## src/hw/rtl/t2c_pkg.sv

```systemverilog
`timescale 1ns / 1ps

package t2c_pkg;

	// one decoded step: up to three output bytes, oldest in slot 0
	typedef struct packed {
		logic [1:0]      cnt;
		logic            last;
		logic [2:0][7:0] bytes;
	} t2c_job_t;

	// a pair match result
	typedef struct packed {
		logic       hit;
		logic [7:0] code;
	} t2c_hit_t;

	localparam logic [7:0] CYR_SCH_UP = 8'hD9;
	localparam logic [7:0] CYR_SCH_LO = 8'hF9;

	// single letter to cp1251, anything else passes through
	function automatic logic [7:0] t2c_single(input logic [7:0] x);
		logic [7:0] r;
		case (x)
			"A": r = 8'hC0;
			"B": r = 8'hC1;
			"V": r = 8'hC2;
			"G": r = 8'hC3;
			"D": r = 8'hC4;
			"E": r = 8'hC5;
			"Z": r = 8'hC7;
			"I": r = 8'hC8;
			"J": r = 8'hC9;
			"K": r = 8'hCA;
			"L": r = 8'hCB;
			"M": r = 8'hCC;
			"N": r = 8'hCD;
			"O": r = 8'hCE;
			"P": r = 8'hCF;
			"R": r = 8'hD0;
			"S": r = 8'hD1;
			"T": r = 8'hD2;
			"U": r = 8'hD3;
			"F": r = 8'hD4;
			"Y": r = 8'hDB;
			"a": r = 8'hE0;
			"b": r = 8'hE1;
			"v": r = 8'hE2;
			"g": r = 8'hE3;
			"d": r = 8'hE4;
			"e": r = 8'hE5;
			"z": r = 8'hE7;
			"i": r = 8'hE8;
			"j": r = 8'hE9;
			"k": r = 8'hEA;
			"l": r = 8'hEB;
			"m": r = 8'hEC;
			"n": r = 8'hED;
			"o": r = 8'hEE;
			"p": r = 8'hEF;
			"r": r = 8'hF0;
			"s": r = 8'hF1;
			"t": r = 8'hF2;
			"u": r = 8'hF3;
			"f": r = 8'hF4;
			"y": r = 8'hFB;
			default: r = x;
		endcase
		return r;
	endfunction

	// byte that opens some two or three letter entry
	function automatic logic t2c_starter(input logic [7:0] x);
		logic r;
		case (x)
			"S", "s", "Y", "y", "Z", "z", "K", "k", "T", "t", "C", "c": r = 1'b1;
			default: r = 1'b0;
		endcase
		return r;
	endfunction

	// two bytes that open a three letter entry
	function automatic logic t2c_sch_pref(input logic [7:0] x, input logic [7:0] y);
		logic r;
		case ({x, y})
			"Sc", "SC", "sc": r = 1'b1;
			default: r = 1'b0;
		endcase
		return r;
	endfunction

	// two letter entries
	function automatic t2c_hit_t t2c_pair(input logic [7:0] x, input logic [7:0] y);
		t2c_hit_t r;
		r.hit = 1'b1;
		case ({x, y})
			"Yo", "YO": r.code = 8'hA8;
			"yo": r.code = 8'hB8;
			"Zh", "ZH": r.code = 8'hC6;
			"zh": r.code = 8'hE6;
			"Kh", "KH": r.code = 8'hD5;
			"kh": r.code = 8'hF5;
			"Ts", "TS": r.code = 8'hD6;
			"ts": r.code = 8'hF6;
			"Ch", "CH": r.code = 8'hD7;
			"ch": r.code = 8'hF7;
			"Sh", "SH": r.code = 8'hD8;
			"sh": r.code = 8'hF8;
			"Yu", "YU": r.code = 8'hDE;
			"yu": r.code = 8'hFE;
			"Ya", "YA": r.code = 8'hDF;
			"ya": r.code = 8'hFF;
			default: begin
				r.hit  = 1'b0;
				r.code = 8'h00;
			end
		endcase
		return r;
	endfunction

	// three letter entries
	function automatic t2c_hit_t t2c_tri(input logic [7:0] x, input logic [7:0] y,
		input logic [7:0] z);
		t2c_hit_t r;
		r.hit = 1'b1;
		case ({x, y, z})
			"Sch", "SCH": r.code = CYR_SCH_UP;
			"sch": r.code = CYR_SCH_LO;
			default: begin
				r.hit  = 1'b0;
				r.code = 8'h00;
			end
		endcase
		return r;
	endfunction

endpackage

```

## src/hw/rtl/t2c_front.sv

```systemverilog
`timescale 1ns / 1ps

module t2c_front (
	input  logic               clk,
	input  logic               arst_n,
	input  logic               in_valid,
	output logic               in_stall,
	input  logic [7:0]         in_byte,
	input  logic               word_end,
	input  logic               q_full,
	output logic               push,
	output t2c_pkg::t2c_job_t  job
);
	import t2c_pkg::*;

	logic [1:0]      pend_cnt_q;
	logic [7:0]      pend_q [2];
	logic [7:0]      wx;
	logic            grow2;
	t2c_hit_t        pr;
	t2c_hit_t        tr;
	logic [1:0]      w2_n;
	logic [7:0]      w2_b0;
	logic [7:0]      w2_b1;
	logic [1:0]      w2_hold;
	logic [7:0]      w2_h0;
	logic [7:0]      w2_h1;
	logic [1:0]      nxt_n;
	logic [2:0][7:0] nxt_b;
	logic [1:0]      nxt_hold;
	logic [7:0]      nxt_h0;
	logic [7:0]      nxt_h1;
	logic            accept;

	assign in_stall = q_full;
	assign accept   = in_valid && !q_full;

	// two byte window: the last held byte and the incoming one
	assign wx    = (pend_cnt_q == 2'd2) ? pend_q[1] : pend_q[0];
	assign grow2 = !word_end && t2c_sch_pref(wx, in_byte);
	assign pr    = t2c_pair(wx, in_byte);
	assign tr    = t2c_tri(pend_q[0], pend_q[1], in_byte);

	always_comb begin
		w2_n    = 2'd0;
		w2_b0   = t2c_single(wx);
		w2_b1   = t2c_single(in_byte);
		w2_hold = 2'd0;
		w2_h0   = wx;
		w2_h1   = in_byte;
		if (grow2) begin
			w2_hold = 2'd2;
		end else if (pr.hit) begin
			w2_n  = 2'd1;
			w2_b0 = pr.code;
		end else if (!word_end && t2c_starter(in_byte)) begin
			w2_n    = 2'd1;
			w2_hold = 2'd1;
			w2_h0   = in_byte;
		end else begin
			w2_n = 2'd2;
		end
	end

	// resolve held bytes plus the new byte
	always_comb begin
		nxt_n    = 2'd0;
		nxt_b    = '0;
		nxt_hold = 2'd0;
		nxt_h0   = in_byte;
		nxt_h1   = in_byte;
		case (pend_cnt_q)
			2'd1: begin
				nxt_n    = w2_n;
				nxt_b[0] = w2_b0;
				nxt_b[1] = w2_b1;
				nxt_hold = w2_hold;
				nxt_h0   = w2_h0;
				nxt_h1   = w2_h1;
			end
			2'd2: begin
				if (tr.hit) begin
					nxt_n    = 2'd1;
					nxt_b[0] = tr.code;
				end else begin
					nxt_n    = w2_n + 2'd1;
					nxt_b[0] = t2c_single(pend_q[0]);
					nxt_b[1] = w2_b0;
					nxt_b[2] = w2_b1;
					nxt_hold = w2_hold;
					nxt_h0   = w2_h0;
					nxt_h1   = w2_h1;
				end
			end
			default: begin
				if (!word_end && t2c_starter(in_byte)) begin
					nxt_hold = 2'd1;
				end else begin
					nxt_n    = 2'd1;
					nxt_b[0] = t2c_single(in_byte);
				end
			end
		endcase
	end

	assign push      = accept && (nxt_n != 2'd0);
	assign job.cnt   = nxt_n;
	assign job.last  = word_end;
	assign job.bytes = nxt_b;

	// held prefix count
	always_ff @(posedge clk or negedge arst_n) begin
		if (!arst_n) begin
			pend_cnt_q <= 2'd0;
		end else if (accept) begin
			pend_cnt_q <= nxt_hold;
		end
	end

	// held prefix bytes
	always_ff @(posedge clk) begin
		if (accept) begin
			pend_q[0] <= nxt_h0;
			pend_q[1] <= nxt_h1;
		end
	end

endmodule

```

## src/hw/rtl/t2c_queue.sv

```systemverilog
`timescale 1ns / 1ps

module t2c_queue #(
	parameter int DEPTH = 4
) (
	input  logic               clk,
	input  logic               arst_n,
	input  logic               push,
	input  t2c_pkg::t2c_job_t  wr_job,
	input  logic               pop,
	output t2c_pkg::t2c_job_t  rd_job,
	output logic               full,
	output logic               empty
);
	import t2c_pkg::*;

	localparam int PtrW = (DEPTH > 1) ? $clog2(DEPTH) : 1;
	localparam int CntW = $clog2(DEPTH + 1);

	t2c_job_t        mem_q [DEPTH];
	logic [PtrW-1:0] wr_ptr_q;
	logic [PtrW-1:0] rd_ptr_q;
	logic [CntW-1:0] cnt_q;

	assign full   = (cnt_q == CntW'(DEPTH));
	assign empty  = (cnt_q == '0);
	assign rd_job = mem_q[rd_ptr_q];

	// pointers and fill level
	always_ff @(posedge clk or negedge arst_n) begin
		if (!arst_n) begin
			wr_ptr_q <= '0;
			rd_ptr_q <= '0;
			cnt_q    <= '0;
		end else begin
			if (push) begin
				wr_ptr_q <= (wr_ptr_q == PtrW'(DEPTH - 1)) ? '0 : wr_ptr_q + 1'b1;
			end
			if (pop) begin
				rd_ptr_q <= (rd_ptr_q == PtrW'(DEPTH - 1)) ? '0 : rd_ptr_q + 1'b1;
			end
			if (push && !pop) begin
				cnt_q <= cnt_q + 1'b1;
			end else if (pop && !push) begin
				cnt_q <= cnt_q - 1'b1;
			end
		end
	end

	// entry storage
	always_ff @(posedge clk) begin
		if (push) begin
			mem_q[wr_ptr_q] <= wr_job;
		end
	end

endmodule

```

## src/hw/rtl/t2c_back.sv

```systemverilog
`timescale 1ns / 1ps

module t2c_back (
	input  logic               clk,
	input  logic               arst_n,
	input  t2c_pkg::t2c_job_t  job,
	input  logic               q_empty,
	output logic               pop,
	output logic               out_valid,
	input  logic               out_stall,
	output logic [7:0]         out_byte,
	output logic               out_last
);
	import t2c_pkg::*;

	logic [1:0] sel_q;
	logic       out_valid_q;
	logic [7:0] out_byte_q;
	logic       out_last_q;
	logic       can_load;
	logic       load;
	logic       job_done;

	assign can_load = !out_valid_q || !out_stall;
	assign load     = can_load && !q_empty;
	assign job_done = (sel_q == job.cnt - 2'd1);
	assign pop      = load && job_done;

	assign out_valid = out_valid_q;
	assign out_byte  = out_byte_q;
	assign out_last  = out_last_q;

	// output register and byte select within the current job
	always_ff @(posedge clk or negedge arst_n) begin
		if (!arst_n) begin
			out_valid_q <= 1'b0;
			sel_q       <= 2'd0;
		end else if (load) begin
			out_valid_q <= 1'b1;
			sel_q       <= job_done ? 2'd0 : sel_q + 2'd1;
		end else if (can_load) begin
			out_valid_q <= 1'b0;
		end
	end

	// output payload
	always_ff @(posedge clk) begin
		if (load) begin
			out_byte_q <= job.bytes[sel_q];
			out_last_q <= job.last && job_done;
		end
	end

endmodule

```

## src/hw/rtl/translit_to_cp1251_decoder.sv

```systemverilog
`timescale 1ns / 1ps

// channel  | signals                          | direction
// ---------+----------------------------------+----------
// input    | in_valid in_stall in_byte word_end | into block
// output   | out_valid out_stall out_byte out_last | out of block
//
// one input byte per cycle; each decode step is resolved in the cycle it is taken
// a step of n bytes (up to three) stays at the queue head until all n are sent
// the input stalls only while the step queue between front and back is full
// a step's bytes pass through the queue storage and then the output register
// reset clears the held prefix count, queue pointers and level, and output valid

module translit_to_cp1251_decoder #(
	parameter int QUEUE_DEPTH = 4
) (
	input  logic       clk,
	input  logic       arst_n,
	input  logic       in_valid,
	output logic       in_stall,
	input  logic [7:0] in_byte,
	input  logic       word_end,
	output logic       out_valid,
	input  logic       out_stall,
	output logic [7:0] out_byte,
	output logic       out_last
);
	import t2c_pkg::*;

	t2c_job_t wr_job;
	t2c_job_t rd_job;
	logic     push;
	logic     pop;
	logic     q_full;
	logic     q_empty;

	// classify and resolve prefixes
	t2c_front u_front (
		.clk      (clk),
		.arst_n   (arst_n),
		.in_valid (in_valid),
		.in_stall (in_stall),
		.in_byte  (in_byte),
		.word_end (word_end),
		.q_full   (q_full),
		.push     (push),
		.job      (wr_job)
	);

	// step queue
	t2c_queue #(
		.DEPTH (QUEUE_DEPTH)
	) u_queue (
		.clk    (clk),
		.arst_n (arst_n),
		.push   (push),
		.wr_job (wr_job),
		.pop    (pop),
		.rd_job (rd_job),
		.full   (q_full),
		.empty  (q_empty)
	);

	// serialize steps to output bytes
	t2c_back u_back (
		.clk       (clk),
		.arst_n    (arst_n),
		.job       (rd_job),
		.q_empty   (q_empty),
		.pop       (pop),
		.out_valid (out_valid),
		.out_stall (out_stall),
		.out_byte  (out_byte),
		.out_last  (out_last)
	);

	// a word end transaction always produces at least one byte
	assert property (@(posedge clk) disable iff (!arst_n)
		(in_valid && !in_stall && word_end) |-> push)
		else $error("word end without output step");

	// queue never written while full
	assert property (@(posedge clk) disable iff (!arst_n)
		push |-> !q_full)
		else $error("queue overflow");

	// queue never read while empty
	assert property (@(posedge clk) disable iff (!arst_n)
		pop |-> !q_empty)
		else $error("queue underflow");

	// every queued step carries at least one byte
	assert property (@(posedge clk) disable iff (!arst_n)
		push |-> (wr_job.cnt != 2'd0))
		else $error("empty step queued");

endmodule
```

## config.mk

```make
export PLATFORM = sky130hd
export DESIGN_NAME = translit_to_cp1251_decoder
export DESIGN_NICKNAME = d
export VERILOG_FILES = /design/src/hw/rtl/t2c_pkg.sv /design/src/hw/rtl/t2c_front.sv /design/src/hw/rtl/t2c_queue.sv /design/src/hw/rtl/t2c_back.sv /design/src/hw/rtl/translit_to_cp1251_decoder.sv
export SDC_FILE = /design/constraint.sdc
export NUM_CORES = 1
export LEC_CHECK = 0
export ABC_AREA = 1
export BUFFER_PORTS_ARGS = -buffer_cell sky130_fd_sc_hd__buf_2
export CORE_ASPECT_RATIO = 1.2
export CORE_MARGIN = 2
export CORE_UTILIZATION = 63
export CTS_CLUSTER_DIAMETER = 100
export DETAILED_ROUTE_END_ITERATION = 10
export GPL_ROUTABILITY_DRIVEN = 0
export HOLD_SLACK_MARGIN = 0.15
export MAX_ROUTING_LAYER = met4
export PLACE_DENSITY = 0.83
export SYNTH_ARGS = -nofsm -noshare
export SYNTH_HDL_FRONTEND = slang
export SYNTH_SLANG_ARGS = --single-unit
```

## constraint.sdc

```tcl
create_clock -name clk -period 4.5 [get_ports clk]
set_input_delay 0 -clock clk [delete_from_list [all_inputs] [get_ports clk]]
set_output_delay 0 -clock clk [all_outputs]
set_load 0.02 [all_outputs]
```

==> results of run 1 <==
## cell usage after synthesis, types with 5 or more instances
master,n,share of area
ha_1,9,0.012
nor2_2,21,0.014
nand3_1,58,0.032
nand2_1,221,0.091
a21oi_1,29,0.016
inv_2,28,0.012
nor2_1,153,0.063
buf_6,5,0.0062
o22ai_1,25,0.017
dfrtp_1,12,0.033
clkbuf_1,21,0.0086
nor3_1,27,0.015
o221ai_1,12,0.012
nor2_4,10,0.012
inv_1,94,0.039
nand2_4,10,0.012
o21ai_0,78,0.043
o2111ai_1,5,0.0048
edfxtp_1,133,0.44
nand2_2,35,0.024
o21ai_1,13,0.0071
o211ai_1,17,0.014
nand4_1,10,0.0069
nor4_1,7,0.0048
buf_2,5,0.0027
a31oi_1,6,0.0041
## layer usage
| metal | wire [um] | track usage |
|---|---|---|
| met1 | 8941 | 0.3896 |
| met2 | 11830 | 0.5552 |
| met3 | 2133 | 0.05930 |
| met4 | 1622 | 0.1904 |
| met5 | 0 | - |
## what timing repair did
| action | in CTS | in global routing |
|---|---|---|
| setup buffers | 0 | 0 |
| hold buffers | 12 | 0 |
| hold endpoints to repair | 40 | 0 |
## per-stage QoR
stage	util	hold slack [ns]	std cells	total power (uW)	setup slack (ns)
floorplan	-	-0.2956	1100	3624	1.153
global placement	0.6581	-0.1008	1280	4161	0.6592
detailed placement	0.6581	-0.09586	1280	4217	0.5071
CTS	0.7075	0.1851	1324	5609	0.4808
global route	0.7075	0.1965	1324	5949	0.1444
finish	0.7075	0.1914	1324	5632	0.4403
## worst max-delay path, stage by stage, from the launching register on
cell and delay, ns:
dfrtp_1 0.42, inv_1 0.10, ha_1 0.42, nand2_1 0.12, nand2_2 0.16, nand2_8 0.10, nor2_4 0.39, nand2_2 0.15
inv_2 0.11, nand2_2 0.08, nand3_2 0.08, nor2_2 0.06, nand3_2 0.10, nand3_1 0.08, nand2_1 0.11, inv_2 0.04
nand2_2 0.06, nand2_4 0.06, nand2_4 0.09, nand2_8 0.08, inv_1 0.08, ha_1 0.13, inv_1 0.07, fa_1 0.43
a21oi_1 0.14, o21ai_0 0.12, xor2_1 0.16
## cell families after synthesis
family	count (synthesis)	synth area share
and+or+nand+nor	568	0.2947
AOI/OAI and AO/OA	213	0.1432
buffers and inverters	159	0.07221
DFF	145	0.4703
adders and majority gates	10	0.01452
xor gates and xnor gates	4	0.003837
muxes	1	0.001233
## power by group through the flow
stage | combinational [uW] | clock, uW | sequential (uW)
after floorplan | 1550 | 0 | 2070
after global placement | 2100 | 0 | 2060
after detailed placement | 2150 | 0 | 2070
after CTS | 2180 | 1380 | 2040
after global routing | 2440 | 1440 | 2070
final | 2210 | 1380 | 2040
## area by class of cell
| cell class | instances | area share |
|---|---|---|
| timing repair buffer | 50 | 0.03439 |
| inverter | 126 | 0.04825 |
| sequential | 145 | 0.4246 |
| tap | 175 | 0.02165 |
| clock inverter | 15 | 0.01596 |
| multi-input combinational | 796 | 0.4131 |
| clock buffer | 17 | 0.04206 |
## flip-flops by register name, summed over array words and instances, names as in the netlist
register	cells
u_back.out_byte	8
u_back.out_last	1
u_back.out_valid	1
u_back.sel_q	2
u_front.pend_cnt_q	2
u_front.pend_q	16
u_queue.cnt_q	3
u_queue.mem_q	108
u_queue.rd_ptr_q	2
u_queue.wr_ptr_q	2
## worst max path at each step
stage / from / to / slack [ns]
4_1_cts: u_front.pend_cnt_q[0]$_DFFE_PN0P_ / u_queue.cnt_q[2]$_DFFE_PN0P_ / 0.48
2_1_floorplan: u_front.pend_cnt_q[0]$_DFFE_PN0P_ / u_queue.cnt_q[2]$_DFFE_PN0P_ / 1.15
5_1_grt: u_front.pend_cnt_q[0]$_DFFE_PN0P_ / u_queue.cnt_q[2]$_DFFE_PN0P_ / 0.14
3_5_place_dp: u_front.pend_cnt_q[0]$_DFFE_PN0P_ / u_queue.cnt_q[2]$_DFFE_PN0P_ / 0.51
6_report: u_front.pend_cnt_q[0]$_DFFE_PN0P_ / u_queue.cnt_q[2]$_DFFE_PN0P_ / 0.44
3_3_place_gp: u_front.pend_cnt_q[0]$_DFFE_PN0P_ / u_queue.cnt_q[2]$_DFFE_PN0P_ / 0.66
==> results.txt, run 1 <==
----------------------------------------------------
[Logic synthesis]
  FF+latch count, synth ... 145
  Unique masters post-synth ... 56
  Fraction of registers with async set or reset after synthesis ... 0.08276
  Synthesized area per cell ... 8.301 um2
  Number of synthesized flops with an enable pin ... 133
  Post-synth design cell area ... 9131 um2
  Yosys warnings ... 0
  Post-Synthesis Net Count ... 1123
  Most used DFF post-synth ... edfxtp_1
  Gate Count Post-Synth ... 1100
  Share of the yosys chip area belonging to registers ... 0.4703

[Critical path]
  Slack of the worst reg-to-reg path ... 0.44 ns
  Signal arrival time at the worst endpoint ... 4.36 ns
  Highest net fanout along the worst path ... 11
  CP Launch Type ... register
  Worst Setup Path Type ... register to register
  R2r endpoint ... u_queue.cnt_q[2]$_DFFE_PN0P_
  CP required ... 4.80 ns
  RR Startpoint ... u_front.pend_cnt_q[0]$_DFFE_PN0P_
  Kind of end point of the critical path ... register
  Cell depth of the worst flop-to-flop path ... 26

[Power]
  Share of power burned in the clock network ... 0.244
  Peak supply drop ... 0.3263 mV
  Proportion of power drawn by combinational gates ... 0.393
  Switching power ... 2304 uW
  Power Density ... 556.9 nW/um2
  Sequential group share of total power ... 0.363
  Standby leakage power ... 0.004223 uW
  Sw frac ... 0.4090
  Internal power ... 3329 uW

[Floorplanning]
  Die height ... 135.9 um
  Starting utilization of the core area ... 0.6388
  Area of the die ... 15480 um2
  Site row count ... 48
  Core region area ... 14290 um2
  Die Span X ... 113.9 um
  Top Ports ... 24

[Route]
  Via density per instance ... 6.307
  Antenna-violating nets left ... 0
  Detailed Route WL ... 24.53 mm
  Average wire length per cell after detail routing ... 18.53 um
  DRT iter0 DRCs ... 1154
  Detailed-route via count ... 8351
  Remaining design rule violation count ... 0
  First-pass detailed-route iteration total ... 7

[Layout]
  Most used cells in the layout excluding fill and tap cells ... nand2_1, nor2_1, edfxtp_1
  P&R area growth vs syn ... 10.76%
  Final nets ... 1159
  Fraction of final layout cells sized beyond drive strength 1 ... 0.1654
  Ant. Diodes ... 0
  Sequential cell area ... 4294 um2
  Leading cell type in the layout, fill and taps excluded ... nand2_1
  Fill count ... 1089
  Total non-filler cell area in the finished layout ... 10110 um2
  Area occupied by multi-input gates ... 4178 um2

[CTS]
  CTS buffer count ... 17
  Cell chosen for the clock root ... clkbuf_16
  Clock tree from TritonCTS ... done
  Max H-tree Level ... 4
  TritonCTS Sinks ... 145
  Clock edge transition at the registers on the reported setup and hold paths ... 0.06 ns
  Source-to-sink clock delay at the later pin of the worst-skew pair ... 0.43 ns
  Post-CTS Resized ... 0
  Largest buffer count on any clock path ... 2

[Timing]
  Top achievable clock speed ... 246.3 MHz
  Fin Setup TNS ... 0 ns
  Worst setup skew after layout ... 0.01383 ns
  Number of endpoints with negative hold slack in the final report ... 0
  Tightest slew margin relative to the limit ... 0.2836
  Worst Max-Slew Pin Slew ... 1.065 ns
  Setup violations, final ... 0
  Final clock period utilization by the worst path ... 0.9022
  Unrepaired setup endpoints after global routing ... no
  Post-layout min period ... 4.060 ns
  Max-slew violation total from the final report ... 0

[Flow run]
  Number of max-cap violations ... 0

[GRT]
  First-pass GRT wire length ... 38.87 mm
  Total global-route track usage ... 0.3363
  Largest net degree at the start of global routing ... 50
  Vias in the first global route ... 7861
  Residual overflow from global routing ... 0
  Antenna violations before repair ... 0

[Worst hold path]
  Number of stages on the worst hold path ... 4
  Min-Delay Startpoint ... in_valid
  Hold Crit Class ... input pin to register
  Min-Delay Endpoint ... u_front.pend_q[0][15]$_DFFE_PP_

[Placed design]
  Detail Placement HPWL ... 17.29 mm
  Total cell area at the placement stage ... 9407 um2
  PortBufs ... 23

[Run status]
  Result of the run ... finished, final reports clean

----------------------------------------------------
Power figures use the tool's default switching activity.
==> run 2: changes to the inputs <==
--- a/config.mk
+++ b/config.mk
@@ -9,13 +9,15 @@
 export BUFFER_PORTS_ARGS = -buffer_cell sky130_fd_sc_hd__buf_2
 export CORE_ASPECT_RATIO = 1.2
 export CORE_MARGIN = 2
-export CORE_UTILIZATION = 63
+export CORE_UTILIZATION = 65
 export CTS_CLUSTER_DIAMETER = 100
 export DETAILED_ROUTE_END_ITERATION = 10
 export GPL_ROUTABILITY_DRIVEN = 0
 export HOLD_SLACK_MARGIN = 0.15
 export MAX_ROUTING_LAYER = met4
-export PLACE_DENSITY = 0.83
+export PLACE_DENSITY = 0.85
+export SLEW_MARGIN = 20
 export SYNTH_ARGS = -nofsm -noshare
 export SYNTH_HDL_FRONTEND = slang
+export SYNTH_HIERARCHICAL = 1
 export SYNTH_SLANG_ARGS = --single-unit
==> constraint.sdc (replaced) <==
create_clock -name clk -period 4.8 [get_ports clk]
set_input_delay 0 -clock clk [delete_from_list [all_inputs] [get_ports clk]]
set_output_delay 0 -clock clk [all_outputs]
set_load 0.02 [all_outputs]
==> run 2 against run 1 <==
Final cell count rose by 7.3%. First-iteration DRC count increased by 9.8%. Synthesized cell count increased by 9.1%. Combinational power decreased by 24%. Sequential cell count unchanged. Clock skew is 0.0078 ns lower. Largest cell class unchanged.
==> results.txt, run 2 <==
----------------------------------------------------
[Logic synthesis]
  Yosys warnings ... 6 (+6)
  Number of synthesized flops with an enable pin ... 133 (unchanged)
  Unique masters post-synth ... 50 (-11%)
  Share of synthesized area spent on multiplexers ... 0 (-0.001233)
  Parity-gate share of the synthesized area counting xor and xnor cells ... 0.0009309 (-0.002906)
  Post-synth design cell area ... 9409 um2 (+3.0%)
  Post-Synthesis Net Count ... 1223 (+8.9%)
  Synth top cells by count ... nand2_1, inv_1, edfxtp_1, nor2_1, nand3_1
  Top area cells in the synthesized netlist ... edfxtp_1, nand2_1, inv_1
  Share of the yosys chip area belonging to registers ... 0.4564 (-0.01388)
  Fraction of registers with async set or reset after synthesis ... 0.08276 (unchanged)
  Synth Area in Simple Gates ... 0.3061 (+0.01138)
  Count leader, synth ... nand2_1
  Dominant combinational cell family by area after synthesis ... simple AND/OR/NAND/NOR gates
  Gate Count Post-Synth ... 1200 (+9.1%)
  Synthesized area per cell ... 7.841 um2 (-5.5%)
  FF+latch count, synth ... 145 (unchanged)
  Adder-Cell Fraction of Synth Area ... 0.01410 (-0.0004288)
  Compound-gate portion of the synthesized area ... 0.1259 (-0.01726)
  Most used DFF post-synth ... edfxtp_1
  Share of Yosys cell area claimed by the top area cell type ... 0.4245 (-0.01291)
  Cell taking the most area after synthesis ... edfxtp_1

[CTS]
  Max H-tree Level ... 4 (unchanged)
  Post-CTS Setup Bufs ... 0 (unchanged)
  Source-to-sink clock delay at the later pin of the worst-skew pair ... 0.42 ns (about the same)
  Cell chosen for the clock root ... clkbuf_16
  Clock tree from TritonCTS ... done
  TritonCTS Sinks ... 145 (unchanged)
  Hold-fix buffers, CTS ... 13 (+1)
  Clock edge transition at the registers on the reported setup and hold paths ... 0.06 ns (about the same)
  Largest buffer count on any clock path ... 2 (unchanged)
  CTS buffer count ... 17 (unchanged)
  Post-CTS Resized ... 0 (unchanged)

[Timing]
  Max-slew violation total from the final report ... 0 (unchanged)
  Top achievable clock speed ... 222.9 MHz (-9.5%)
  Unrepaired setup endpoints after global routing ... no
  Number of endpoints with negative hold slack in the final report ... 0 (unchanged)
  Fin Setup TNS ... 0 ns (unchanged)
  Setup violations, final ... 0 (unchanged)
  Worst Max-Slew Pin Slew ... 0.6871 ns (-0.3776 ns)
  Worst setup skew after layout ... 0.005985 ns (-0.007844 ns)
  Post-layout min period ... 4.486 ns (+0.4267 ns)
  Final clock period utilization by the worst path ... 0.9347 (+0.03252)
  Tightest slew margin relative to the limit ... 0.5419 (+0.2583)

[Worst hold path]
  Min-Delay Startpoint ... in_byte[7]
  Hold Crit Class ... input pin to register

[Layout]
  Number of flip-flops in the largest register ... 108 (unchanged)
  Sequential cell area ... 4294 um2 (unchanged)
  P&R area growth vs syn ... 9.389%
  Area occupied by multi-input gates ... 4207 um2 (+0.69%)
  Fill count ... 1063 (-2.4%)
  Top register by number of flip-flops ... u_queue/mem_q
  Ant. Diodes ... 0 (unchanged)
  Final cell count without fillers ... 1421 (+7.3%)
  Final nets ... 1256 (+8.4%)
  Total non-filler cell area in the finished layout ... 10290 um2 (+1.8%)
  Leading cell type in the layout, fill and taps excluded ... nand2_1
  Most used cells in the layout excluding fill and tap cells ... nand2_1, inv_1, edfxtp_1
  Fraction of final layout cells sized beyond drive strength 1 ... 0.1164 (-0.04899)

[Critical path]
  Kind of end point of the critical path ... register
  Signal arrival time at the worst endpoint ... 4.79 ns (+0.43 ns)
  Cells along the critical path ... inv_1 -> ha_1 -> nand2_1 -> nand2_2 -> nand2_4 -> nor2_4 -> nand2_1 -> nand2_1 -> nand4_1 -> nand3_1 -> nand2_1 -> nand2_1 -> nand2_1 -> nand3_1 -> nand2_1 -> inv_1 -> ha_1 -> inv_1 -> fa_1 -> nand2_1 -> nand3_1 -> nand2_1 -> nand2_1
  Crit path max-delay family ... simple AND/OR/NAND/NOR gates
  Worst path bufs/invs ... 3 (-2)
  CP required ... 5.10 ns (+0.30 ns)
  Setup crit start ... u_front/pend_cnt_q[0]$_DFFE_PN0P_
  Cell occurring most often along the worst timing path ... nand2_1
  CP Launch Type ... register
  Delay of the slowest critical-path stage ... 0.50 ns (+0.07 ns)
  Highest net fanout along the worst path ... 15 (+4)
  Slowest stage cell on the critical path ... ha_1
  Worst Setup Path Type ... register to register
  RR Startpoint ... u_front/pend_cnt_q[0]$_DFFE_PN0P_

[Placed design]
  PortBufs ... 23 (unchanged)
  Detail Placement HPWL ... 17.85 mm (+3.2%)
  Total cell area at the placement stage ... 9607 um2 (+2.1%)
  Cells after DPL ... 1376 (+7.5%)

[Route]
  DRT iter0 DRCs ... 1267 (+9.8%)
  Remaining design rule violation count ... 0 (unchanged)
  Via density per instance ... 6.216 (-1.4%)
  Average wire length per cell after detail routing ... 17.91 um (-3.3%)
  First-pass detailed-route iteration total ... 6 (-1)
  Detailed Route WL ... 25.45 mm (+3.8%)
  Antenna-violating nets left ... 0 (unchanged)
  Detailed-route via count ... 8833 (+5.8%)

[Run status]
  Result of the run ... finished, final reports clean

[GRT]
  Antenna violations before repair ... 0 (unchanged)
  Total global-route track usage ... 0.3514 (+0.01510)
  First-pass GRT wire length ... 40.68 mm (+4.7%)
  Largest net degree at the start of global routing ... 43 (-14%)
  Vias in the first global route ... 8360 (+6.3%)
  Residual overflow from global routing ... 0 (unchanged)

[Floorplanning]
  Die height ... 135.8 um (about the same)
  Starting utilization of the core area ... 0.6583 (+0.01943)
  Top Ports ... 24 (unchanged)
  Area of the die ... 15460 um2 (-0.12%)
  Site row count ... 48 (unchanged)
  Die Span X ... 113.8 um (about the same)
  Core region area ... 14290 um2 (unchanged)

[Power]
  Power Density ... 463.3 nW/um2 (-17%)
  Peak supply drop ... 0.2645 mV (-19%)
  Standby leakage power ... 0.004634 uW (+9.7%)

[Flow run]
  Number of max-cap violations ... 0 (unchanged)

----------------------------------------------------
## run 2: changes by cell type in the layout (fill, tap and decap cells not counted), sizes merged, moves of 10 or more
cell    change
inv        +50
nand2      +81
nand3      +30
nand4      +10
nor2       -42
o211ai     +44
o21ai      -22
o221ai     -12
o22ai      -17
## run 2: power breakdown
part / internal [uW] / switching [uW]
logic: 492 / 1180
clock network: 729 / 506
registers: 1730 / 139
total: 2950 / 1820
## run 2: layout make-up
| type | count | share of cell area |
|---|---|---|
| sequential | 145 | 0.4172 |
| multi-input combinational | 840 | 0.4087 |
| inverter | 181 | 0.06625 |
| clock buffer | 21 | 0.04376 |
| timing repair buffer | 48 | 0.03258 |
| tap | 175 | 0.02127 |
| clock inverter | 11 | 0.01021 |
## run 2: layer usage
metal  part of all wire  track usage
met5                  0            -
met4              0.062       0.1911
met3              0.090      0.07338
met2               0.48       0.5792
met1               0.36       0.4030
## run 2: logic make-up after synthesis
group	Yosys count
compound gates	182
simple gates	647
fa+ha+maj	10
buf+inv	215
xor+xnor	1
flops	145
## run 2: worst paths after layout
kind                                                   end  cells after the start  slack [ns]
min in group asynchronous     u_back/out_valid$_DFFE_PN0P_                      3        0.66
max                           u_queue/cnt_q[2]$_DFFE_PN0P_                     23        0.31
max in group asynchronous  u_queue/wr_ptr_q[1]$_DFFE_PN0P_                      3        3.72
max reg2reg                   u_queue/cnt_q[2]$_DFFE_PN0P_                     23        0.31
min                        u_front/pend_q[0][15]$_DFFE_PP_                      2        0.34
min reg2reg                   u_back/out_valid$_DFFE_PN0P_                      2        0.53
## run 2: stage by stage
step / power (uW) / setup WS, ns / hold slack [ns] / util
2_1_floorplan: 3120 / 1.460 / -0.2956 / -
3_3_place_gp: 3442 / 0.8849 / -0.09050 / 0.6721
3_5_place_dp: 3502 / 0.5661 / -0.08447 / 0.6721
4_1_cts: 4755 / 0.4919 / 0.2935 / 0.7201
5_1_grt: 5050 / 0.08889 / 0.3241 / 0.7201
6_report: 4769 / 0.3135 / 0.3423 / 0.7201
==> run 3: changes to the inputs <==
--- a/config.mk
+++ b/config.mk
@@ -9,13 +9,13 @@
 export BUFFER_PORTS_ARGS = -buffer_cell sky130_fd_sc_hd__buf_2
 export CORE_ASPECT_RATIO = 1.2
 export CORE_MARGIN = 2
-export CORE_UTILIZATION = 65
+export CORE_UTILIZATION = 57
 export CTS_CLUSTER_DIAMETER = 100
 export DETAILED_ROUTE_END_ITERATION = 10
 export GPL_ROUTABILITY_DRIVEN = 0
 export HOLD_SLACK_MARGIN = 0.15
 export MAX_ROUTING_LAYER = met4
-export PLACE_DENSITY = 0.85
+export PLACE_DENSITY = 0.8
 export SLEW_MARGIN = 20
 export SYNTH_ARGS = -nofsm -noshare
 export SYNTH_HDL_FRONTEND = slang
==> constraint.sdc (replaced) <==
create_clock -name clk -period 4.03 [get_ports clk]
set_input_delay 0 -clock clk [delete_from_list [all_inputs] [get_ports clk]]
set_output_delay 0 -clock clk [all_outputs]
set_load 0.02 [all_outputs]
==> run 3 against run 2 <==
Critical path depth is 5 higher. Highest routed layer unchanged. Largest power group unchanged. Final cell count rose by 3.4%. Sequential share of layout area down 1.1 points. Sequential cell count did not move. Sequential power grew 20%. Non-clock buffer count grew 11.
==> results.txt, run 3 (same netlist as run 2, synthesis figures left out) <==
----------------------------------------------------
[Floorplanning]
  Die height ... 144.7 um (+6.6%)
  Core region area ... 16210 um2 (+13%)
  Site row count ... 51 (+6.3%)
  Top Ports ... 24 (unchanged)
  Starting utilization of the core area ... 0.5805 (-0.07775)
  Die Span X ... 121.3 um (+6.5%)
  Area of the die ... 17550 um2 (+14%)

[Placed design]
  PortBufs ... 23 (unchanged)
  Total cell area at the placement stage ... 9748 um2 (+1.5%)
  Detail Placement HPWL ... 18.09 mm (+1.4%)

[GRT]
  First-pass GRT wire length ... 42.19 mm (+3.7%)
  Largest net degree at the start of global routing ... 82 (+91%)
  Total global-route track usage ... 0.3198 (-0.03158)
  Vias in the first global route ... 8529 (+2.0%)
  Residual overflow from global routing ... 0 (unchanged)
  Antenna violations before repair ... 0 (unchanged)

[Critical path]
  Highest net fanout along the worst path ... 9 (-6)
  Slowest stage cell on the critical path ... dfrtp_1
  Setup crit start ... u_front/pend_cnt_q[0]$_DFFE_PN0P_
  Delay of the slowest critical-path stage ... 0.39 ns (-0.11 ns)
  CP required ... 4.35 ns (-0.75 ns)
  CP Launch Type ... register
  Worst Setup Path Type ... register to register
  Kind of end point of the critical path ... register
  RR Startpoint ... u_front/pend_cnt_q[0]$_DFFE_PN0P_
  Slack of the worst reg-to-reg path ... 0.34 ns (+0.03 ns)
  Cell depth of the worst flop-to-flop path ... 28 (+22%)
  Worst setup path endpoint ... u_queue/cnt_q[2]$_DFFE_PN0P_
  R2r endpoint ... u_queue/cnt_q[2]$_DFFE_PN0P_
  Signal arrival time at the worst endpoint ... 4.01 ns (-0.78 ns)
  Cell occurring most often along the worst timing path ... nand2_1

[Timing]
  Unrepaired setup endpoints after global routing ... no
  Tightest slew margin relative to the limit ... 0.4397 (-0.1022)
  Worst setup skew after layout ... 0.007186 ns (+0.001201 ns)
  Top achievable clock speed ... 271.0 MHz (+22%)
  Fin Setup TNS ... 0 ns (unchanged)
  Post-layout min period ... 3.689 ns (-0.7970 ns)
  Final clock period utilization by the worst path ... 0.9155 (-0.01919)
  Number of endpoints with negative hold slack in the final report ... 0 (unchanged)
  Setup violations, final ... 0 (unchanged)
  Worst Max-Slew Pin Slew ... 0.8404 ns (+0.1533 ns)
  Max-slew violation total from the final report ... 0 (unchanged)

[Layout]
  Final nets ... 1267 (+0.88%)
  Fraction of final layout cells sized beyond drive strength 1 ... 0.1257 (+0.009324)
  Number of flip-flops in the largest register ... 108 (unchanged)
  Most used cells in the layout excluding fill and tap cells ... nand2_1, inv_1, edfxtp_1
  Area occupied by multi-input gates ... 4219 um2 (+0.30%)
  Total non-filler cell area in the finished layout ... 10560 um2 (+2.6%)
  Top register by number of flip-flops ... u_queue/mem_q
  Sequential cell area ... 4294 um2 (unchanged)
  Fill count ... 1355 (+27%)
  P&R area growth vs syn ... 12.23%
  Ant. Diodes ... 0 (unchanged)
  Core Util, Final ... 0.6515 (-0.06853)
  Leading cell type in the layout, fill and taps excluded ... nand2_1

[Route]
  Detailed-route via count ... 8947 (+1.3%)
  Average wire length per cell after detail routing ... 17.90 um (about the same)
  DRT iter0 DRCs ... 1195 (-5.7%)
  Antenna-violating nets left ... 0 (unchanged)
  First-pass detailed-route iteration total ... 8 (+2)
  Via density per instance ... 6.091 (-2.0%)
  Remaining design rule violation count ... 0 (unchanged)
  Detailed Route WL ... 26.30 mm (+3.3%)

[Power]
  Sum of internal, switching and leakage power ... 5949 uW (+25%)
  Switching power ... 2182 uW (+20%)
  Sw frac ... 0.3667 (-0.01550)
  Internal power ... 3768 uW (+28%)
  Power Density ... 563.4 nW/um2 (+22%)
  Proportion of power drawn by combinational gates ... 0.341 (-0.009)
  Standby leakage power ... 0.004740 uW (+2.3%)
  Sequential group share of total power ... 0.375 (-0.016)
  Peak supply drop ... 0.3248 mV (+23%)
  Share of power burned in the clock network ... 0.284 (+0.025)

[CTS]
  Clock tree from TritonCTS ... done
  TritonCTS Sinks ... 145 (unchanged)
  Largest buffer count on any clock path ... 2 (unchanged)
  CTS buffer count ... 17 (unchanged)
  Cell chosen for the clock root ... clkbuf_16
  Clock edge transition at the registers on the reported setup and hold paths ... 0.06 ns (about the same)
  Max H-tree Level ... 4 (unchanged)
  Source-to-sink clock delay at the later pin of the worst-skew pair ... 0.42 ns (about the same)

[Worst hold path]
  Hold Crit Class ... input pin to register

[Flow run]
  Number of max-cap violations ... 0 (unchanged)

[Run status]
  Result of the run ... finished, final reports clean

----------------------------------------------------
run 3: worst max-delay path, delay by kind of cell, from the launching register on:
kind | cells | cell delay [ns]
adders and majority gates | 3 | 0.80
DFF | 1 | 0.39
buffers and inverters | 5 | 0.59
and+or+nand+nor | 20 | 1.79
run 3: cell type report:
cell class | count | share of cell area
multi-input combinational | 840 | 0.3995
clock inverter | 10 | 0.01777
clock buffer | 22 | 0.04206
inverter | 181 | 0.06457
sequential | 145 | 0.4066
timing repair buffer | 59 | 0.04431
tap | 212 | 0.02512
run 3: timing repair:
item | CTS | global route
hold buffers | 13 | 0
hold endpoints to repair | 63 | 0
setup endpoints to repair | 0 | 2
setup buffers | 0 | 5
gates resized for setup | 0 | 5
run 3: worst min path at each step:
| stage | slack [ns] | startpoint | cells past startpoint | end |
|---|---|---|---|---|
| after global placement | -0.09 | arst_n | 1 | u_queue/wr_ptr_q[1]$_DFFE_PN0P_ |
| after floorplan | -0.30 | arst_n | 0 | u_back/out_valid$_DFFE_PN0P_ |
| after detailed placement | -0.09 | arst_n | 1 | u_queue/wr_ptr_q[1]$_DFFE_PN0P_ |
| after global routing | 0.32 | in_byte[7] | 2 | u_front/pend_q[0][15]$_DFFE_PP_ |
| after CTS | 0.30 | in_byte[7] | 2 | u_front/pend_q[0][15]$_DFFE_PP_ |
| final | 0.31 | in_byte[7] | 2 | u_front/pend_q[0][15]$_DFFE_PP_ |
run 3: power by group through the flow:
stage	clock, uW	sequential [uW]	combinational (uW)
floorplan	0	2260	1460
global route	1760	2260	2240
global placement	0	2240	1900
CTS	1700	2230	2000
detailed placement	0	2250	1950
finish	1690	2230	2030
run 3: metrics by stage:
step           setup slack [ns]  hold slack, ns  std cells
3_3_place_gp             0.3185        -0.09225       1419
3_5_place_dp             0.1585        -0.09062       1419
4_1_cts                  0.1377          0.2986       1464
6_report                 0.3406          0.3143       1469
2_1_floorplan            0.6902         -0.2956       1200
5_1_grt                 0.09016          0.3239       1469
run 3: metal layers:
layer | GRT usage | part of all wire | vias up
met5 | - | 0 | -
met4 | 0.1845 | 0.056 | 0
met3 | 0.05329 | 0.083 | 162
met2 | 0.5378 | 0.49 | 580
met1 | 0.3626 | 0.37 | 4088
li1 | - | - | 4117
